===== src/rtl/core/wrml_pkg.sv =====
`default_nettype none

package wrml_pkg;

   // Window half length default; the ring holds twice this many samples
   localparam int HALF_WINDOW_DEF = 256;

   // Configuration reset values
   localparam logic [15:0] LOW_THR_RST  = 16'd1400;
   localparam logic [15:0] HIGH_THR_RST = 16'd3500;
   localparam logic [12:0] HOP_RST      = 13'd640;

   // Configuration register indexes
   localparam logic [1:0] CSR_LOW_THR  = 2'd0;
   localparam logic [1:0] CSR_HIGH_THR = 2'd1;
   localparam logic [1:0] CSR_HOP      = 2'd2;

   // Mouth codes
   localparam logic [1:0] MOUTH_CLOSED = 2'd0;
   localparam logic [1:0] MOUTH_OPEN   = 2'd1;
   localparam logic [1:0] MOUTH_WIDE   = 2'd2;

   // Root of a 32-bit radicand takes one result bit per step
   localparam int SQRT_STEPS = 16;

   typedef struct packed {
      logic signed [15:0] sample;
      logic               last_sample;
   } req_word_type;

   typedef struct packed {
      logic [15:0] rms_value;
      logic [1:0]  mouth_level;
      logic        final_report;
   } rsp_word_type;

   typedef struct packed {
      logic [15:0] low_threshold;
      logic [15:0] high_threshold;
      logic [12:0] hop_samples;
   } cfg_type;

   // Controller to datapath
   typedef struct packed {
      logic capture;
      logic rd_ring;
      logic sq_old;
      logic update;
      logic div_init;
      logic div_step;
      logic sqrt_init;
      logic sqrt_step;
      logic res_load;
   } ctrl_cmd_type;

   // Datapath to controller
   typedef struct packed {
      logic report;
      logic div_last;
      logic sqrt_last;
      logic out_free;
   } dp_sts_type;

   // Square of a signed 16-bit sample; at most 2^30
   function automatic logic [30:0] square16(input logic [15:0] raw);
      logic [15:0] mag;
      logic [31:0] prod;
      begin
         mag  = raw[15] ? (16'd0 - raw) : raw;
         prod = mag * mag;
         return prod[30:0];
      end
   endfunction

endpackage

`default_nettype wire


===== src/rtl/core/wrml_ctrl.sv =====
`default_nettype none

module wrml_ctrl
   import wrml_pkg::*;
(
   input  wire logic         clock,
   input  wire logic         reset,
   input  wire logic         req_valid,
   output logic              req_ready,
   output ctrl_cmd_type      cmd,
   input  wire dp_sts_type   sts
);

   typedef enum logic [3:0] {
      ST_IDLE,
      ST_READ,
      ST_SQUARE,
      ST_UPDATE,
      ST_DIV_INIT,
      ST_DIV_STEP,
      ST_SQRT_INIT,
      ST_SQRT_STEP,
      ST_RESULT
   } state_type;

   state_type state_ff, state_in;
   logic      ready_ff;

   // Pick the next state
   always_comb begin
      state_in = state_ff;
      case (state_ff)
         ST_IDLE:      if (req_valid && ready_ff) state_in = ST_READ;
         ST_READ:      state_in = ST_SQUARE;
         ST_SQUARE:    state_in = ST_UPDATE;
         ST_UPDATE:    state_in = sts.report ? ST_DIV_INIT : ST_IDLE;
         ST_DIV_INIT:  state_in = ST_DIV_STEP;
         ST_DIV_STEP:  if (sts.div_last) state_in = ST_SQRT_INIT;
         ST_SQRT_INIT: state_in = ST_SQRT_STEP;
         ST_SQRT_STEP: if (sts.sqrt_last) state_in = ST_RESULT;
         ST_RESULT:    if (sts.out_free) state_in = ST_IDLE;
         default:      state_in = ST_IDLE;
      endcase
   end

   // Hold state and the registered ready; keep ready low during reset
   always_ff @(posedge clock) begin
      if (reset) begin
         state_ff <= ST_IDLE;
         ready_ff <= 1'b0;
      end else begin
         state_ff <= state_in;
         ready_ff <= (state_in == ST_IDLE);
      end
   end

   assign req_ready = ready_ff;

   // Decode datapath commands
   always_comb begin
      cmd           = '0;
      cmd.capture   = (state_ff == ST_IDLE) && req_valid && ready_ff;
      cmd.rd_ring   = (state_ff == ST_READ);
      cmd.sq_old    = (state_ff == ST_SQUARE);
      cmd.update    = (state_ff == ST_UPDATE);
      cmd.div_init  = (state_ff == ST_DIV_INIT);
      cmd.div_step  = (state_ff == ST_DIV_STEP);
      cmd.sqrt_init = (state_ff == ST_SQRT_INIT);
      cmd.sqrt_step = (state_ff == ST_SQRT_STEP);
      cmd.res_load  = (state_ff == ST_RESULT) && sts.out_free;
   end

endmodule

`default_nettype wire


===== config.mk =====
export PLATFORM = sky130hd
export DESIGN_NAME = wrml_ctrl
export DESIGN_NICKNAME = d
export VERILOG_FILES = /design/src/rtl/core/wrml_pkg.sv /design/src/rtl/core/wrml_ctrl.sv
export SDC_FILE = /design/constraint.sdc
export NUM_CORES = 1
export LEC_CHECK = 0
export ABC_AREA = 1
export ABC_CLOCK_PERIOD_IN_PS = 2300
export BUFFER_PORTS_ARGS = -buffer_cell sky130_fd_sc_hd__clkbuf_2
export CAP_MARGIN = 20
export CORE_AREA = 3 3 40 42
export CTS_CLUSTER_DIAMETER = 200
export CTS_CLUSTER_SIZE = 12
export DETAILED_ROUTE_END_ITERATION = 10
export DIE_AREA = 0 0 43 45
export HOLD_SLACK_MARGIN = 0.03
export PLACE_DENSITY = 0.53
export SLEW_MARGIN = 20
export SYNTH_ARGS = -nofsm -noshare
export SYNTH_HDL_FRONTEND = slang
export SYNTH_SLANG_ARGS = --single-unit

===== constraint.sdc =====
create_clock -name clock -period 2.3 [get_ports clock]
set_input_delay 0.23 -clock clock [delete_from_list [all_inputs] [get_ports clock]]
set_output_delay 0.23 -clock clock [all_outputs]
set_load 0.01 [all_outputs]

==> run_results.csv, run 1 <==
group,metric,value,unit
worst_setup_path,path_class,"reg -> out",
logic_synthesis,syn_inst,60,
logic_synthesis,synth_edf_count,0,
outcome,status,"finished clean",
detailed_routing,vias_per_cell,4.21,
floorplan,chipHeight,45,microns
global_route,grt_first_pass_wirelength,1340,microns
clocking,cts_setup_buffers,0,
clocking,htreeDepth,1,
sta,period_share,61.1,%
clocking,cts_tree,"done",
clocking,clock_latency,0.24,ns
floorplan,num_rows,13,
worst_setup_path,crit_required,2.07,ns
sta,setup_violations,0,
global_route,grt_start_max_net_pins,8,
placement,dp_hpwl,714,microns
min_path,hold_class,"in -> reg",
power,vdd_drop_max,0.258,mV
logic_synthesis,yosysMostFrequentCell,"inv_1",
logic_synthesis,syn_area,358,sq um
global_route,grt-ovfl-total,0,
worst_setup_path,cp-start-kind,"register",
cells_and_area,fin_nets,88,
worst_setup_path,cp_data_arrival_time,1.18,ns
logic_synthesis,yosys_warnings,0,
clocking,path_clk_slew,0.04,ns
clocking,clockBufferDepth,2,
logic_synthesis,synth_cell_types,15,
worst_setup_path,cp_max_fo,5,
placement,place.port_buffers,16,
global_route,track_usage,9.83,%
power,power_leakage,0.322,nW
detailed_routing,vias,400,
placement,gp_congestion,0.731,
sta,setup_tns,0,ns
logic_synthesis,synth.largest_area_cell,"dfxtp_1",
clocking,root_buffer,"clkbuf_4",
sta,holdWs,0.202,ns
detailed_routing,ant_nets,0,
sta,slew_headroom,82.4,%
logic_synthesis,synth_nets,67,
floorplan,start_util,27.8,%
sta,tightestPinTransition,0.263,ns
sta,slew_viol_final,0,
cells_and_area,areaGrowthSynthToFinish,35.0,%
cells_and_area,post-route-util,37.6,%
logic_synthesis,synth_flop_cell,"dfxtp_1",
sta,fmax,712,MHz
global_route,antenna_found_initial,0,
clocking,clkSinkCount,5,
logic_synthesis,ys_top_cells_by_count,"15 x inv_1, 11 x nand2_1, 11 x nor2_1",
logic_synthesis,synth_area_leaders,"dfxtp_1 28%, inv_1 16%, nand2_1 12%",
logic_synthesis,yosys.area.top_type_share,28.0,%
sta,final_hold_viol_count,0,
floorplan,die_w,43,microns
cells_and_area,diodes,0,
cells_and_area,stdcell_count,95,
detailed_routing,wl,817,microns
clocking,numCtsBuffers,3,
floorplan,core,1280,sq um
global_route,grt_pass1_vias,344,
detailed_routing,post_drt_wl_per_cell,8.60,microns
cells_and_area,drive_above_1_share,33.8,%
floorplan,die-area,1940,sq um
sta,period_minus_slack,1.41,ns
logic_synthesis,ys_seq_area_share,28.0,%
detailed_routing,drt_iter0_markers,1,
sta,rsz0062_at_grt,"no",
power,powerDensity,606,nW/um^2
run,maxCapViolations,0,
logic_synthesis,syn_area_per_cell,5.96,sq um
worst_setup_path,end_kind,"output port",
sta,clock_skew,0.00320,ns
floorplan,ios,17,
detailed_routing,drcViolationCount,0,
logic_synthesis,async_flop_share,0,%
clocking,cts_resized,0,
placement,placed_cells,91,
detailed_routing,firstDrtPassIters,4,
logic_synthesis,ys_ff_latch,5,
clocking,cts_hold_buf,0,
power,power.total,0.000293,W
==> final timing paths <==
check,start,end,slack (ns),depth (start not counted)
min,reset,state_ff[2]$_SDFF_PP0_,0.20,2
max reg2reg,state_ff[2]$_SDFF_PP0_,req_ready$_SDFF_PP0_,1.21,7
max,state_ff[1]$_SDFF_PP0_,cmd[8],0.89,4
min reg2reg,state_ff[2]$_SDFF_PP0_,state_ff[2]$_SDFF_PP0_,0.62,3
==> worst max-delay path, stage by stage (launching register included) <==
cell and delay [ns]:
dfxtp_1 0.33, nor2_1 0.24, nand3_1 0.16, inv_1 0.08, clkbuf_2 0.12
==> metal layers <==
layer	global-route usage (%)	part of all wire [%]	vias up
met5	0	0	-
met4	10.8	5.8	0
met3	3.98	9.7	5
met2	12.6	41	17
met1	11.6	43	157
li1	-	-	221
==> sequential cells by signal, indices dropped and copies added (netlist names) <==
name       flops
req_ready      1
state_ff       4
==> through the flow <==
| stage | worst slack [ns] | area, sq um |
|---|---|---|
| after floorplan | 1.30 | 358 |
| after global placement | 1.13 | 457 |
| after detailed placement | 1.13 | 457 |
| after CTS | 0.879 | 483 |
| after global routing | 0.798 | 483 |
| final | 0.895 | 483 |
==> layout by cell type (no fill, tap or decap) <==
cell / n
inv_1: 15
nand4_1: 1
inv_2: 1
o21bai_1: 1
o21ai_2: 1
nor2_2: 3
dfxtp_1: 5
o21ai_1: 1
nand2_1: 11
clkbuf_4: 3
nand3b_1: 1
nand3_2: 2
clkbuf_1: 1
nand3_1: 5
nor2_1: 11
a21oi_1: 1
clkbuf_2: 16
nor2_4: 1
==> cells by family after synthesis <==
| group | after synthesis | share of synthesized area [%] |
|---|---|---|
| AND/OR/NAND/NOR | 35 | 47.9 |
| buffers and inverters | 16 | 16.8 |
| flip-flops | 5 | 28.0 |
| AO/OA/AOI/OAI | 4 | 7.34 |
==> report_power, final <==
part | switching [W] | internal, W | total (W) | leakage [nW]
sequential | 0.00000705 | 0.0000980 | 0.000105 | 0.0408
combinational | 0.0000542 | 0.0000329 | 0.0000870 | 0.266
clock | 0.0000352 | 0.0000655 | 0.000101 | 0.0150
total | 0.0000964 | 0.000196 | 0.000293 | 0.322
==> layout make-up <==
cell class	count	area, sq um
Inverter	16	60.1
Tap cell	15	18.8
Timing Repair Buffer	16	80.1
Clock buffer	4	26.3
Sequential cell	5	100
Multi-Input combinational cell	39	198
Fill cell	162	802
(Power assumes the default switching activity.)
==> run 2, diff against run 1 <==
- ABC_CLOCK_PERIOD_IN_PS: 2300 -> 1400
- clock period: 2.3 -> 1.4 ns (I/O delays scaled with it)
==> run 2 against run 1 <==
Net effect:
- combinational power up 71%
- count of clock-buffer cells in the layout unchanged
- sequential share of layout area down 0.11 points
- hold slack worse by 0.089 ns
- critical endpoint is now cmd[4]
- highest routed layer unchanged
==> run_results.csv, run 2 (synthesized netlist as in run 1, its figures left out) <==
group,metric,value,unit
outcome,status,"finished clean",
worst_setup_path,cp_max_fo,7,
power,power_leakage,0.323,nW
cells_and_area,areaGrowthSynthToFinish,35.7,%
cells_and_area,fin_nets,88,
clocking,htreeDepth,1,
global_route,grt_start_max_net_pins,8,
sta,slew_headroom,82.2,%
worst_setup_path,cp-start-kind,"register",
clocking,clkSinkCount,5,
detailed_routing,ant_nets,0,
global_route,grt-ovfl-total,0,
sta,fin_ws,0.112,ns
clocking,cts_tree,"done",
floorplan,chipHeight,45,microns
global_route,track_usage,9.49,%
sta,period_minus_slack,1.29,ns
clocking,cts_setup_buffers,0,
detailed_routing,vias,403,
worst_setup_path,cp_data_arrival_time,1.15,ns
power,power_frac_comb,30.2,%
floorplan,ios,17,
worst_setup_path,cp_top_family,"flip-flops",
sta,rsz0062_at_grt,"no",
global_route,grt_pass1_vias,330,
min_path,hold_class,"in -> reg",
clocking,numCtsBuffers,3,
cells_and_area,diodes,0,
cells_and_area,fin_area,485,sq um
sta,fmax,776,MHz
sta,tightestPinTransition,0.267,ns
floorplan,die-area,1940,sq um
placement,dp_hpwl,721,microns
cells_and_area,largest_reg_flops,4,
sta,final_hold_viol_count,0,
worst_setup_path,cp.buffers_inverters,3,
cells_and_area,regMostFlops,"state_ff",
power,power.total,0.000492,W
worst_setup_path,end_kind,"output port",
worst_setup_path,crit_slowest_cell,"dfxtp_1",
floorplan,die_w,43,microns
power,switchingPower,0.000167,W
sta,slew_viol_final,0,
placement,dp_slack,0.249,ns
sta,setup_tns,0,ns
clocking,root_buffer,"clkbuf_4",
detailed_routing,drt_iter0_markers,5,
cells_and_area,drive_above_1_share,35.0,%
cells_and_area,final_cell_mix,"16 x clkbuf_2, 15 x inv_1, 11 x nand2_1",
clocking,clockBufferDepth,2,
floorplan,core,1280,sq um
power,p_clk_share,34.1,%
worst_setup_path,crit_required,1.26,ns
global_route,antenna_found_initial,0,
worst_setup_path,worst_path_most_repeated_cell,"inv_1",
detailed_routing,post_drt_wl_per_cell,9.06,microns
power,pwr-share-seq,35.7,%
floorplan,num_rows,13,
worst_setup_path,path_class,"reg -> out",
cells_and_area,layout_commonest_cell,"clkbuf_2",
global_route,grt_first_pass_wirelength,1300,microns
power,powerDensity,1010,nW/um^2
placement,place.port_buffers,16,
run,maxCapViolations,0,
detailed_routing,drcViolationCount,0,
sta,period_share,92.0,%
sta,clock_skew,0.00509,ns
clocking,clock_latency,0.24,ns
placement,place_area,457,sq um
worst_setup_path,path_cells,"inv_1 > nor2_4 > nand2_1 > inv_1 > clkbuf_2",
detailed_routing,wl,861,microns
sta,holdWs,0.113,ns
power,intPower,0.000324,W
placement,gp_congestion,0.701,
clocking,path_clk_slew,0.05,ns
power,p_sw_share,34.1,%
floorplan,start_util,27.8,%
power,vdd_drop_max,0.310,mV
detailed_routing,vias_per_cell,4.24,
sta,setup_violations,0,
worst_setup_path,slowest_delay,0.33,ns
detailed_routing,firstDrtPassIters,4,
-- run 2: cell counts in the layout (fill, tap and decap cells not counted) --
No cell type changed its count.
-- run 2: worst paths after layout --
| check | start | endpoint | slack, ns | cells after the start |
|---|---|---|---|---|
| worst min register to register | state_ff[2]$_SDFF_PP0_ | state_ff[2]$_SDFF_PP0_ | 0.61 | 3 |
| worst max register to register | state_ff[2]$_SDFF_PP0_ | req_ready$_SDFF_PP0_ | 0.28 | 7 |
| worst min-delay path | reset | state_ff[3]$_SDFF_PP0_ | 0.11 | 2 |
| worst max-delay path | state_ff[2]$_SDFF_PP0_ | cmd[4] | 0.11 | 5 |
-- run 2: repair_timing --
item / in CTS / in global routing
resized for setup: 0 / 1
setup endpoints to repair: 0 / 3
hold buffers: 0 / 0
hold endpoints to repair: 0 / 0
-- run 2: power groups by stage --
stage | registers [W] | clock network [W] | logic (W)
5_1_grt | 0.000178 | 0.000189 | 0.000163
2_1_floorplan | 0.000178 | 0 | 0.0000926
6_report | 0.000175 | 0.000168 | 0.000149
3_3_place_gp | 0.000175 | 0 | 0.000147
3_5_place_dp | 0.000177 | 0 | 0.000147
4_1_cts | 0.000174 | 0.000173 | 0.000148
-- run 2: area by class of cell --
class                   count  area, sq um
clock buffers               4         26.3
flip-flops and latches      5          100
repair buffers             16         80.1
fillers                   154          800
inverters                  16         60.1
well taps                  15         18.8
multi-input cells          39          200
-- run 2: worst register-to-register path: stages, from the launching register on --
cell and delay (ns):
dfxtp_1 0.33, inv_1 0.09, nor2_4 0.18, nand2_1 0.10
o21ai_1 0.13, inv_1 0.07, nand2_1 0.07, nor2_2 0.04
-- run 2: stage by stage --
step                      std cells  util, %
after floorplan                  60        -
after global placement           91     35.5
after detailed placement         91     35.5
after CTS                        95     37.6
after global routing             95     37.8
final                            95     37.8
-- run 2: routing by layer --
layer	vias up	part of all wire [%]	global-route usage (%)
li1	220	-	-
met1	163	47	11.8
met2	15	41	12.9
met3	5	7.4	2.79
met4	0	4.1	9.04
met5	-	0	0
